`config.mk`:
```
export PLATFORM = sky130hd
export DESIGN_NAME = rgb_led_mode_effect_controller_unit
export DESIGN_NICKNAME = d
export VERILOG_FILES = /design/src/rtl/core/rlmec_pkg.sv /design/src/rtl/core/rlmec_front.sv /design/src/rtl/core/rlmec_queue.sv /design/src/rtl/core/rlmec_back.sv /design/src/rtl/core/rgb_led_mode_effect_controller_unit.sv
export SDC_FILE = /design/constraint.sdc
export NUM_CORES = 1
export LEC_CHECK = 0
export BUFFER_PORTS_ARGS = -buffer_cell sky130_fd_sc_hd__buf_2
export CAP_MARGIN = 20
export CORE_AREA = 2 2 196 217
export CTS_CLUSTER_SIZE = 12
export DETAILED_ROUTE_END_ITERATION = 8
export DIE_AREA = 0 0 198 219
export PLACE_DENSITY = 0.55
export RECOVER_POWER = 100
export SLEW_MARGIN = 40
export SYNTH_ARGS = -nofsm -noshare
export SYNTH_HDL_FRONTEND = slang
export SYNTH_SLANG_ARGS = --single-unit
export TNS_END_PERCENT = 20
```
`constraint.sdc`:
```
create_clock -name clk -period 5.2 [get_ports clk]
set_clock_uncertainty 0.2 [all_clocks]
set_input_delay 0.26 -clock clk [delete_from_list [all_inputs] [get_ports clk]]
set_output_delay 0.26 -clock clk [all_outputs]
set_load 0.01 [all_outputs]
```
`src/rtl/core/rlmec_pkg.sv`:
```
// ----------------------------------------------------------------------------
// rlmec_pkg: shared types and constants for the RGB LED effect controller
// Holds the payload structs of both channels, the queue entry type and the
// mode, color and timing codes used by the front and back ends.
// ----------------------------------------------------------------------------
package rlmec_pkg;

  // Field widths fixed by the item formats.
  localparam int LEVEL_W  = 7;
  localparam int MODE_W   = 4;
  localparam int SAMPLE_W = 16;
  localparam int DELAY_W  = 6;
  localparam int MASK_W   = 3;
  localparam int COLOR_W  = 2;

  // Default depth of the queue between front and back end.
  localparam int QUEUE_DEPTH = 2;

  // Configuration port.
  localparam int PADDR_W = 3;
  localparam int PDATA_W = 32;
  localparam logic [0:0] REG_TOUCH_FLOOR = 1'b0;
  localparam logic [SAMPLE_W-1:0] TOUCH_FLOOR_RESET = 16'd10;

  // Item kinds.
  localparam logic KIND_TICK = 1'b0;
  localparam logic KIND_MODE = 1'b1;

  // Mode codes.
  localparam logic [MODE_W-1:0] MODE_GLOW    = 4'd0;
  localparam logic [MODE_W-1:0] MODE_GLOW_R  = 4'd1;
  localparam logic [MODE_W-1:0] MODE_GLOW_G  = 4'd2;
  localparam logic [MODE_W-1:0] MODE_GLOW_B  = 4'd3;
  localparam logic [MODE_W-1:0] MODE_TOUCH   = 4'd4;
  localparam logic [MODE_W-1:0] MODE_TOUCH_R = 4'd5;
  localparam logic [MODE_W-1:0] MODE_TOUCH_G = 4'd6;
  localparam logic [MODE_W-1:0] MODE_TOUCH_B = 4'd7;
  localparam logic [MODE_W-1:0] MODE_ACCEL   = 4'd8;

  // Glow color codes.
  localparam logic [COLOR_W-1:0] COLOR_RED   = 2'd0;
  localparam logic [COLOR_W-1:0] COLOR_GREEN = 2'd1;
  localparam logic [COLOR_W-1:0] COLOR_BLUE  = 2'd2;

  // Channel write masks.
  localparam logic [MASK_W-1:0] MASK_NONE  = 3'b000;
  localparam logic [MASK_W-1:0] MASK_RED   = 3'b001;
  localparam logic [MASK_W-1:0] MASK_GREEN = 3'b010;
  localparam logic [MASK_W-1:0] MASK_BLUE  = 3'b100;
  localparam logic [MASK_W-1:0] MASK_ALL   = 3'b111;

  // Levels and tick delays.
  localparam logic [LEVEL_W-1:0] LEVEL_FULL   = 7'd100;
  localparam logic [LEVEL_W-1:0] TOUCH_PRESET = 7'd50;
  localparam logic [DELAY_W-1:0] DELAY_MODE   = 6'd0;
  localparam logic [DELAY_W-1:0] DELAY_GLOW   = 6'd10;
  localparam logic [DELAY_W-1:0] DELAY_TOUCH  = 6'd20;
  localparam logic [DELAY_W-1:0] DELAY_ACCEL  = 6'd50;

  // Input item.
  typedef struct packed {
    logic                       kind;
    logic [MODE_W-1:0]          new_mode;
    logic [SAMPLE_W-1:0]        touch_sample;
    logic signed [SAMPLE_W-1:0] accel_x;
    logic signed [SAMPLE_W-1:0] accel_y;
    logic signed [SAMPLE_W-1:0] accel_z;
  } in_item_t;

  // Result item.
  typedef struct packed {
    logic [MASK_W-1:0]  write_mask;
    logic [LEVEL_W-1:0] red_level;
    logic [LEVEL_W-1:0] green_level;
    logic [LEVEL_W-1:0] blue_level;
    logic [DELAY_W-1:0] next_delay_ms;
  } out_item_t;

  // Classified item as it waits in the queue.
  typedef struct packed {
    logic                is_mode;
    logic [MODE_W-1:0]   new_mode;
    logic [SAMPLE_W-1:0] touch_raw;
    logic [LEVEL_W-1:0]  touch_pct;
    logic [LEVEL_W-1:0]  accel_x_pct;
    logic [LEVEL_W-1:0]  accel_y_pct;
    logic [LEVEL_W-1:0]  accel_z_pct;
  } op_t;

endpackage

```
`src/rtl/core/rlmec_front.sv`:
```
// ----------------------------------------------------------------------------
// rlmec_front: input classification and sensor scaling
// Sorts each incoming item into a mode request or a tick and scales the
// touch and accelerometer samples to percents ahead of the queue.
// ----------------------------------------------------------------------------
module rlmec_front (
  input  rlmec_pkg::in_item_t item,
  output rlmec_pkg::op_t      op
);
  import rlmec_pkg::*;

  // Magnitude of a signed sample, clamped at 4096, scaled by 100/4096.
  function automatic logic [LEVEL_W-1:0] accel_pct(input logic [SAMPLE_W-1:0] v);
    logic [SAMPLE_W:0] mag;
    logic [12:0]       clamped;
    logic [19:0]       prod;
    mag = v[SAMPLE_W-1] ? (17'h10000 - {1'b0, v}) : {1'b0, v};
    clamped = (mag > 17'd4096) ? 13'd4096 : mag[12:0];
    prod = 20'(clamped) * 20'd100;
    return prod[18:12];
  endfunction

  // Sample clamped at 600, scaled by 100/600 = 1/6 through a reciprocal.
  // 10923/65536 is exact enough for every value up to 600.
  function automatic logic [LEVEL_W-1:0] touch_pct(input logic [SAMPLE_W-1:0] d);
    logic [9:0]  clamped;
    logic [23:0] prod;
    clamped = (d > 16'd600) ? 10'd600 : d[9:0];
    prod = 24'(clamped) * 24'd10923;
    return prod[22:16];
  endfunction

  // Classification and scaling.
  always_comb begin
    op.is_mode     = (item.kind == KIND_MODE);
    op.new_mode    = item.new_mode;
    op.touch_raw   = item.touch_sample;
    op.touch_pct   = touch_pct(item.touch_sample);
    op.accel_x_pct = accel_pct(item.accel_x);
    op.accel_y_pct = accel_pct(item.accel_y);
    op.accel_z_pct = accel_pct(item.accel_z);
  end

endmodule

```
`src/rtl/core/rlmec_queue.sv`:
```
// ----------------------------------------------------------------------------
// rlmec_queue: small queue between front and back end
// A register-based FIFO that lets the front accept while the back stalls.
// ----------------------------------------------------------------------------
module rlmec_queue #(
  parameter int DEPTH = rlmec_pkg::QUEUE_DEPTH
) (
  input  logic           clk,
  input  logic           rst,
  input  logic           push_valid,
  output logic           push_ready,
  input  rlmec_pkg::op_t push_data,
  output logic           pop_valid,
  input  logic           pop_ready,
  output rlmec_pkg::op_t pop_data
);
  import rlmec_pkg::*;

  localparam int PTR_W = (DEPTH > 1) ? $clog2(DEPTH) : 1;
  localparam int CNT_W = $clog2(DEPTH + 1);

  op_t              entries [DEPTH];
  logic [PTR_W-1:0] wr_ptr;
  logic [PTR_W-1:0] rd_ptr;
  logic [CNT_W-1:0] count;
  logic             push;
  logic             pop;

  assign push_ready = (count != CNT_W'(DEPTH));
  assign pop_valid  = (count != '0);
  assign pop_data   = entries[rd_ptr];
  assign push       = push_valid && push_ready;
  assign pop        = pop_valid && pop_ready;

  // Pointers and fill count.
  always_ff @(posedge clk) begin
    if (rst) begin
      wr_ptr <= '0;
      rd_ptr <= '0;
      count  <= '0;
    end else begin
      if (push) begin
        wr_ptr <= (wr_ptr == PTR_W'(DEPTH - 1)) ? '0 : wr_ptr + 1'b1;
      end
      if (pop) begin
        rd_ptr <= (rd_ptr == PTR_W'(DEPTH - 1)) ? '0 : rd_ptr + 1'b1;
      end
      if (push && !pop) begin
        count <= count + 1'b1;
      end else if (pop && !push) begin
        count <= count - 1'b1;
      end
    end
  end

  // Entry storage.
  always_ff @(posedge clk) begin
    if (push) begin
      entries[wr_ptr] <= push_data;
    end
  end

endmodule

```
`src/rtl/core/rlmec_back.sv`:
```
// ----------------------------------------------------------------------------
// rlmec_back: mode state and effect execution
// Holds the current mode and the glow and touch state, carries out each
// queued transaction and registers the result for the output channel.
// ----------------------------------------------------------------------------
module rlmec_back (
  input  logic                             clk,
  input  logic                             rst,
  input  logic [rlmec_pkg::SAMPLE_W-1:0]   touch_floor,
  input  logic                             op_valid,
  output logic                             op_ready,
  input  rlmec_pkg::op_t                   op,
  output logic                             res_valid,
  input  logic                             res_ready,
  output rlmec_pkg::out_item_t             res
);
  import rlmec_pkg::*;

  logic [MODE_W-1:0]  current_mode, current_mode_next;
  logic [LEVEL_W-1:0] glow_level, glow_level_next;
  logic               glow_rising, glow_rising_next;
  logic [COLOR_W-1:0] glow_color, glow_color_next;
  logic [LEVEL_W-1:0] touch_level, touch_level_next;
  logic [LEVEL_W-1:0] step_level;
  logic               emit;
  logic               pop;
  out_item_t          res_next;

  // The back end takes a transaction whenever the output register is free.
  assign op_ready = !res_valid || res_ready;
  assign pop      = op_valid && op_ready;

  // Execution of one transaction.
  always_comb begin
    current_mode_next = current_mode;
    glow_level_next   = glow_level;
    glow_rising_next  = glow_rising;
    glow_color_next   = glow_color;
    touch_level_next  = touch_level;
    step_level        = '0;
    emit              = 1'b0;
    res_next          = '0;
    if (pop) begin
      if (op.is_mode) begin
        // A request for a different mode turns everything off.
        if (op.new_mode != current_mode) begin
          emit                = 1'b1;
          res_next.write_mask = MASK_ALL;
          res_next.next_delay_ms = DELAY_MODE;
          if (op.new_mode <= MODE_GLOW_B) begin
            glow_level_next   = '0;
            glow_rising_next  = 1'b1;
            current_mode_next = op.new_mode;
            case (op.new_mode)
              MODE_GLOW_R: glow_color_next = COLOR_RED;
              MODE_GLOW_B: glow_color_next = COLOR_BLUE;
              default:     glow_color_next = COLOR_GREEN;
            endcase
          end else if (op.new_mode <= MODE_TOUCH_B) begin
            touch_level_next  = TOUCH_PRESET;
            current_mode_next = op.new_mode;
          end else if (op.new_mode == MODE_ACCEL) begin
            current_mode_next = op.new_mode;
          end
        end
      end else if (current_mode == MODE_ACCEL) begin
        emit                   = 1'b1;
        res_next.write_mask    = MASK_ALL;
        res_next.red_level     = op.accel_x_pct;
        res_next.green_level   = op.accel_y_pct;
        res_next.blue_level    = op.accel_z_pct;
        res_next.next_delay_ms = DELAY_ACCEL;
      end else if (current_mode >= MODE_TOUCH && current_mode <= MODE_TOUCH_B) begin
        // Samples at or below the floor hold the last level.
        emit = 1'b1;
        if (op.touch_raw > touch_floor) begin
          touch_level_next = op.touch_pct;
        end
        case (current_mode)
          MODE_TOUCH_R: begin
            res_next.write_mask = MASK_RED;
            res_next.red_level  = touch_level_next;
          end
          MODE_TOUCH_G: begin
            res_next.write_mask  = MASK_GREEN;
            res_next.green_level = touch_level_next;
          end
          default: begin
            res_next.write_mask = MASK_BLUE;
            res_next.blue_level = touch_level_next;
          end
        endcase
        res_next.next_delay_ms = DELAY_TOUCH;
      end else begin
        // Glow: show the present level, then step the triangle wave.
        emit = 1'b1;
        case (glow_color)
          COLOR_RED: begin
            res_next.write_mask = MASK_RED;
            res_next.red_level  = glow_level;
          end
          COLOR_GREEN: begin
            res_next.write_mask  = MASK_GREEN;
            res_next.green_level = glow_level;
          end
          COLOR_BLUE: begin
            res_next.write_mask = MASK_BLUE;
            res_next.blue_level = glow_level;
          end
          default: res_next.write_mask = MASK_NONE;
        endcase
        res_next.next_delay_ms = DELAY_GLOW;
        if (glow_rising) begin
          step_level      = glow_level + 1'b1;
          glow_level_next = step_level;
          if (step_level >= LEVEL_FULL) begin
            glow_rising_next = 1'b0;
          end
        end else begin
          step_level      = glow_level - 1'b1;
          glow_level_next = step_level;
          if (step_level == '0) begin
            glow_rising_next = 1'b1;
            // Plain glow rotates red, green, blue after each full wave.
            if (current_mode == MODE_GLOW) begin
              glow_color_next = (glow_color >= COLOR_BLUE) ? COLOR_RED
                                                           : glow_color + 1'b1;
            end
          end
        end
      end
    end
  end

  // Effect state.
  always_ff @(posedge clk) begin
    if (rst) begin
      current_mode <= MODE_GLOW;
      glow_level   <= '0;
      glow_rising  <= 1'b1;
      glow_color   <= COLOR_GREEN;
      touch_level  <= '0;
    end else begin
      current_mode <= current_mode_next;
      glow_level   <= glow_level_next;
      glow_rising  <= glow_rising_next;
      glow_color   <= glow_color_next;
      touch_level  <= touch_level_next;
    end
  end

  // Output register.
  always_ff @(posedge clk) begin
    if (rst) begin
      res_valid <= 1'b0;
    end else if (pop && emit) begin
      res_valid <= 1'b1;
    end else if (res_ready) begin
      res_valid <= 1'b0;
    end
  end

  always_ff @(posedge clk) begin
    if (pop && emit) begin
      res <= res_next;
    end
  end

endmodule

```
`src/rtl/core/rgb_led_mode_effect_controller_unit.sv`:
```
// ----------------------------------------------------------------------------
// rgb_led_mode_effect_controller_unit: RGB LED mode and effect controller
// Path: an accepted item is stored in the queue, then executed by the back end
// into its output register. Throughput: one item per cycle while the queue has
// room; the back end executes one queued transaction per cycle whenever its output register is free.
// Reset (synchronous): glow mode, green, level 0 rising, touch level 0,
// touch floor 10, queue and output register empty.
// ----------------------------------------------------------------------------
module rgb_led_mode_effect_controller_unit #(
  parameter int QUEUE_DEPTH = rlmec_pkg::QUEUE_DEPTH
) (
  input  logic                          clk,
  input  logic                          rst,
  input  logic                          in_valid,
  output logic                          in_ready,
  input  rlmec_pkg::in_item_t           in_data,
  output logic                          out_valid,
  input  logic                          out_ready,
  output rlmec_pkg::out_item_t          out_data,
  input  logic                          psel,
  input  logic                          penable,
  input  logic                          pwrite,
  input  logic [rlmec_pkg::PADDR_W-1:0] paddr,
  input  logic [rlmec_pkg::PDATA_W-1:0] pwdata,
  output logic [rlmec_pkg::PDATA_W-1:0] prdata,
  output logic                          pready
);
  import rlmec_pkg::*;

  logic [SAMPLE_W-1:0] touch_floor;
  op_t                 front_op;
  op_t                 queue_op;
  logic                queue_valid;
  logic                queue_ready;

  // Configuration register.
  assign pready = 1'b1;

  always_ff @(posedge clk) begin
    if (rst) begin
      touch_floor <= TOUCH_FLOOR_RESET;
    end else if (psel && penable && pwrite && pready && paddr[2] == REG_TOUCH_FLOOR) begin
      touch_floor <= pwdata[SAMPLE_W-1:0];
    end
  end

  always_comb begin
    prdata = '0;
    if (paddr[2] == REG_TOUCH_FLOOR) begin
      prdata = {{(PDATA_W - SAMPLE_W){1'b0}}, touch_floor};
    end
  end

  // Front end: classify and scale.
  rlmec_front u_front (
    .item (in_data),
    .op   (front_op)
  );

  // Queue between front and back end.
  rlmec_queue #(
    .DEPTH (QUEUE_DEPTH)
  ) u_queue (
    .clk        (clk),
    .rst        (rst),
    .push_valid (in_valid),
    .push_ready (in_ready),
    .push_data  (front_op),
    .pop_valid  (queue_valid),
    .pop_ready  (queue_ready),
    .pop_data   (queue_op)
  );

  // Back end: mode state and effects.
  rlmec_back u_back (
    .clk         (clk),
    .rst         (rst),
    .touch_floor (touch_floor),
    .op_valid    (queue_valid),
    .op_ready    (queue_ready),
    .op          (queue_op),
    .res_valid   (out_valid),
    .res_ready   (out_ready),
    .res         (out_data)
  );

  // Checks on the results.
  a_levels_in_range: assert property (@(posedge clk) disable iff (rst)
    out_valid |-> (out_data.red_level <= LEVEL_FULL) && (out_data.green_level <= LEVEL_FULL)
                  && (out_data.blue_level <= LEVEL_FULL))
    else $error("level above full scale");

  a_unwritten_zero: assert property (@(posedge clk) disable iff (rst)
    out_valid |-> (out_data.write_mask[0] || out_data.red_level == '0)
                  && (out_data.write_mask[1] || out_data.green_level == '0)
                  && (out_data.write_mask[2] || out_data.blue_level == '0))
    else $error("level set on a channel that is not written");

  a_mode_change_off: assert property (@(posedge clk) disable iff (rst)
    out_valid && out_data.next_delay_ms == DELAY_MODE
      |-> out_data.write_mask == MASK_ALL && out_data.red_level == '0
          && out_data.green_level == '0 && out_data.blue_level == '0)
    else $error("mode change result does not turn all channels off");

  a_reset_empty: assert property (@(posedge clk)
    rst |=> !out_valid && in_ready)
    else $error("result pending or queue full after reset");

endmodule

```
==> flow_summary.ini <==
[status]
status = finished, final reports clean

[drt]
dr.pass1.iters = 5
routed.top_layer = met4
drt_iter0_markers = 500
post_detailed_route_count_of_antenna_violating_nets = 0
dr_wl_met2_um = 16600
num_vias = 11400
route.detailed.drc = 0
drt-vias-per-instance = 4.79
met1Wirelength_um = 15400
wl_um = 33400
wl_met3_um = 1060
wire_per_inst_um = 14.0

[critical_path]
critical_path_depth = 21
arrival_time_of_data_at_the_critical_path_endpoint_ns = 5.17
timing.critical_path.mode_cell = sky130_fd_sc_hd__fa_1
path_cells = buf_6, o311a_4, o21ai_2, a21boi_2, or3_4, ha_4, inv_4, fa_1, inv_2, fa_1, fa_1, buf_4, ha_1, ha_1, nand3_4, a2111oi_4, nand4_1, a31oi_2, buf_4, a21oi_2, xnor2_1
worst-endpoint-required_ns = 5.18
crit_path_start_kind = input pin
r2r_cells = 10
worstSetupEndpointType = flop
critPathLaunch = in_data[48]
rr_endpoint = u_back.res[25]
worst_path_largest_cell_delay_ns = 0.55
timing.critical_path.max_delay_family = adder cells
critical_path_peak_fanout = 4
critical_path_buf_inv_count = 5
regToRegSetupSlack_ns = 1.32
crit_slowest_cell = sky130_fd_sc_hd__fa_1
setup.worst_path.class = in2reg

[global_route]
grt_remaining_overflow = 0
global_route_usage_over_all_layers_pct = 15.6
first_global_vias = 11400
global_route_wire_length_before_repair_um = 54600
grt_start_max_net_pins = 50
antenna_found_initial = 0

[layout]
antenna_cells_inserted = 0
signed_area_change_from_the_synthesized_netlist_to_the_final_layout_pct = 30.3
design.final.nets = 2177
drive_gt1_share_pct = 29.6
layout.cells.non_filler = 2387

[yosys]
yosysTopAreaCellShare_pct = 26.7
synth_xor_xnor_area_share_pct = 4.91
synthSimpleGateAreaFrac_pct = 13.9
synth.distinct_cells = 71
synthMuxAreaShare_pct = 4.98
synth.most_common_cell = sky130_fd_sc_hd__ha_1
synth_seq_area_share_pct = 32.8
synth_top_flop_cell = sky130_fd_sc_hd__edfxtp_1
synth-compound-area-share_pct = 11.0
synth_area_leaders = sky130_fd_sc_hd__edfxtp_1 27%, sky130_fd_sc_hd__ha_1 18%, sky130_fd_sc_hd__fa_1 7.2%
dominant_combinational_cell_family_by_area_after_synthesis = adder cells
synth-seq-cells = 170
post_synth_inst_count = 1463
post_synth_most_frequent_cells = 201 x sky130_fd_sc_hd__ha_1, 196 x sky130_fd_sc_hd__inv_1, 127 x sky130_fd_sc_hd__edfxtp_1, 119 x sky130_fd_sc_hd__nor2_1, 89 x sky130_fd_sc_hd__nand2_1
synth-edff-count = 127
synth_adder_area_share_pct = 24.8
synth_top_area_cell = sky130_fd_sc_hd__edfxtp_1
synth_warnings = 0
ffs_w_async_s_r_synth_pct = 0
postSynthAreaPerCell_um2 = 9.75
synth.cell_area_mm2 = 0.0143

[pwr]
power_density_mw_per_mm2 = 269
power.ir.vdd_worst_mv = 0.212
power_leakage_nw = 8.47

[timing]
timing.max_slew.rel_slack_pct = 53.8
max_clock_freq_mhz = 192
worst_pin_slew_ns = 0.694
hold_viol_final = 0
finalSetupViolations = 0
fin_ws_ns = 0.00136
unrepaired_setup_endpoints_after_global_routing = true
min_period_over_period_pct = 100
final-max-slew-violation-count = 0
layout_min_cycle_time_ns = 5.20

[clock_tree]
clock_tree.htree_level_count = 4
cts_root_buffer = sky130_fd_sc_hd__clkbuf_16
cts_tree = done
cts_buffer_depth = 2
cts_made_buffers = 17
clock-sinks = 170
worstSkewPairLatency_ns = 0.43
clkTransAtPathRegs_ns = 0.07

[min_path]
worstHoldEndpoint = u_queue.wr_ptr
holdCritPathClass = in2reg
hold_path_depth = 4
hold_path_startpoint = in_valid

[floorplan]
die_y_um = 219
ios = 176
die_x_um = 198
overall_die_area_mm2 = 0.0434
initial_utilization_pct = 34.7
core.rowCount = 78
core_mm2 = 0.0411

[placement]
detailedPlace.worstSlack_ns = -0.629
dp_cells = 2306
placement.io_buffers = 139
dp_hpwl_um = 26600
finalWeightedCongestion = 0.840

[job]
cap_violations = 0
-- cell families after synthesis --
| logic type | Yosys count |
|---|---|
| mux | 67 |
| compound gates | 229 |
| fa+ha+maj | 252 |
| flops | 170 |
| simple gates | 395 |
| other cells | 2 |
| xor+xnor | 80 |
| buf+inv | 268 |
-- flip-flops by register name, indices dropped and copies added (netlist names), named ones only --
name                 flops
u_queue.entries         98
u_back.res              29
touch_floor             16
u_back.glow_level        7
u_back.touch_level       7
u_back.current_mode      4
u_back.glow_color        2
u_queue.count            2
u_back.glow_rising       1
u_back.res_valid         1
u_queue.rd_ptr           1
u_queue.wr_ptr           1
-- metrics by stage --
step	total power, W	area (µm²)	util, %	setup TNS [ns]	hold WS (ns)
finish	0.00500	18600	45.2	0	0.0652
floorplan	0.00307	14500	-	-2.68	0.159
CTS	0.00501	18100	44.0	0	0.00207
global placement	0.00364	17000	41.3	-15.11	0.231
global route	0.00533	18600	45.2	-2.44	0.0879
detailed placement	0.00368	17000	41.4	-19.47	0.238
-- power by group --
part | switching, W | internal [W] | leakage [nW]
clock network | 0.000554 | 0.000726 | 0.282
logic | 0.00103 | 0.000760 | 6.65
registers | 0.000125 | 0.00180 | 1.53
total | 0.00171 | 0.00328 | 8.47
-- layout by cell type, fill, tap and decap left out, drive strengths merged, types with 18 or more instances in the layout --
| cell type | synthesis | layout |
|---|---|---|
| o21ai | 37 | 37 |
| dlygate4sd3 | 0 | 37 |
| a221o | 22 | 22 |
| buf | 31 | 334 |
| ha | 201 | 201 |
| fa | 51 | 51 |
| nand3 | 24 | 24 |
| mux2i | 35 | 35 |
| nor3 | 26 | 26 |
| xnor2 | 43 | 43 |
| inv | 200 | 207 |
| a21oi | 68 | 68 |
| mux2 | 32 | 32 |
| o31ai | 19 | 19 |
| conb | 2 | 18 |
| edfxtp | 127 | 127 |
| clkbuf | 37 | 30 |
| nand2 | 89 | 89 |
| nand2b | 19 | 19 |
| xor2 | 37 | 37 |
| dfxtp | 43 | 43 |
| nor2 | 119 | 119 |
| or2 | 23 | 23 |
-- per-layer routing --
metal	track usage (%)	vias to the layer above
li1	-	5809
met1	19.8	5411
met2	27.9	197
met3	2.06	25
met4	3.98	0
met5	0	-
-- timing repair --
action / in CTS / in global routing
endpoints found under the hold margin: 57 / 0
hold buffers: 37 / 0
setup endpoints to repair: 12 / 48
pin swaps: 16 / 40
buffers inserted: 6 / 7
resized for setup: 14 / 93
-- worst register-to-register path, cell delays in order (launching register included) --
cell                      delay, ns
sky130_fd_sc_hd__dfxtp_2       0.59
sky130_fd_sc_hd__mux2_2        0.39
sky130_fd_sc_hd__ha_1          0.29
sky130_fd_sc_hd__a21o_1        0.16
sky130_fd_sc_hd__a21o_1        0.17
sky130_fd_sc_hd__a21oi_1       0.14
sky130_fd_sc_hd__nor2b_1       0.05
sky130_fd_sc_hd__o21ai_0       0.22
sky130_fd_sc_hd__a41o_1        0.58
sky130_fd_sc_hd__mux2_2        0.45
sky130_fd_sc_hd__a221o_1       0.38
-- worst max path at each step --
stage / endpoint / slack (ns)
final: u_queue.entries[1][26] / 0.001
after global routing: u_queue.entries[1][26] / -0.17
after CTS: u_queue.entries[1][26] / 0.02
after detailed placement: u_queue.entries[0][27] / -0.63
after global placement: u_queue.entries[0][27] / -0.58
after floorplan: u_queue.entries[0][27] / -0.26
-- layout make-up --
type | instances | area [µm²]
repair buffers | 384 | 2630
fillers | 3943 | 22500
clock inverters | 15 | 183
clock buffers | 17 | 425
inverters | 200 | 753
flip-flops and latches | 170 | 4680
multi-input cells | 1041 | 9220
well taps | 560 | 701
(Power assumes the default switching activity.)
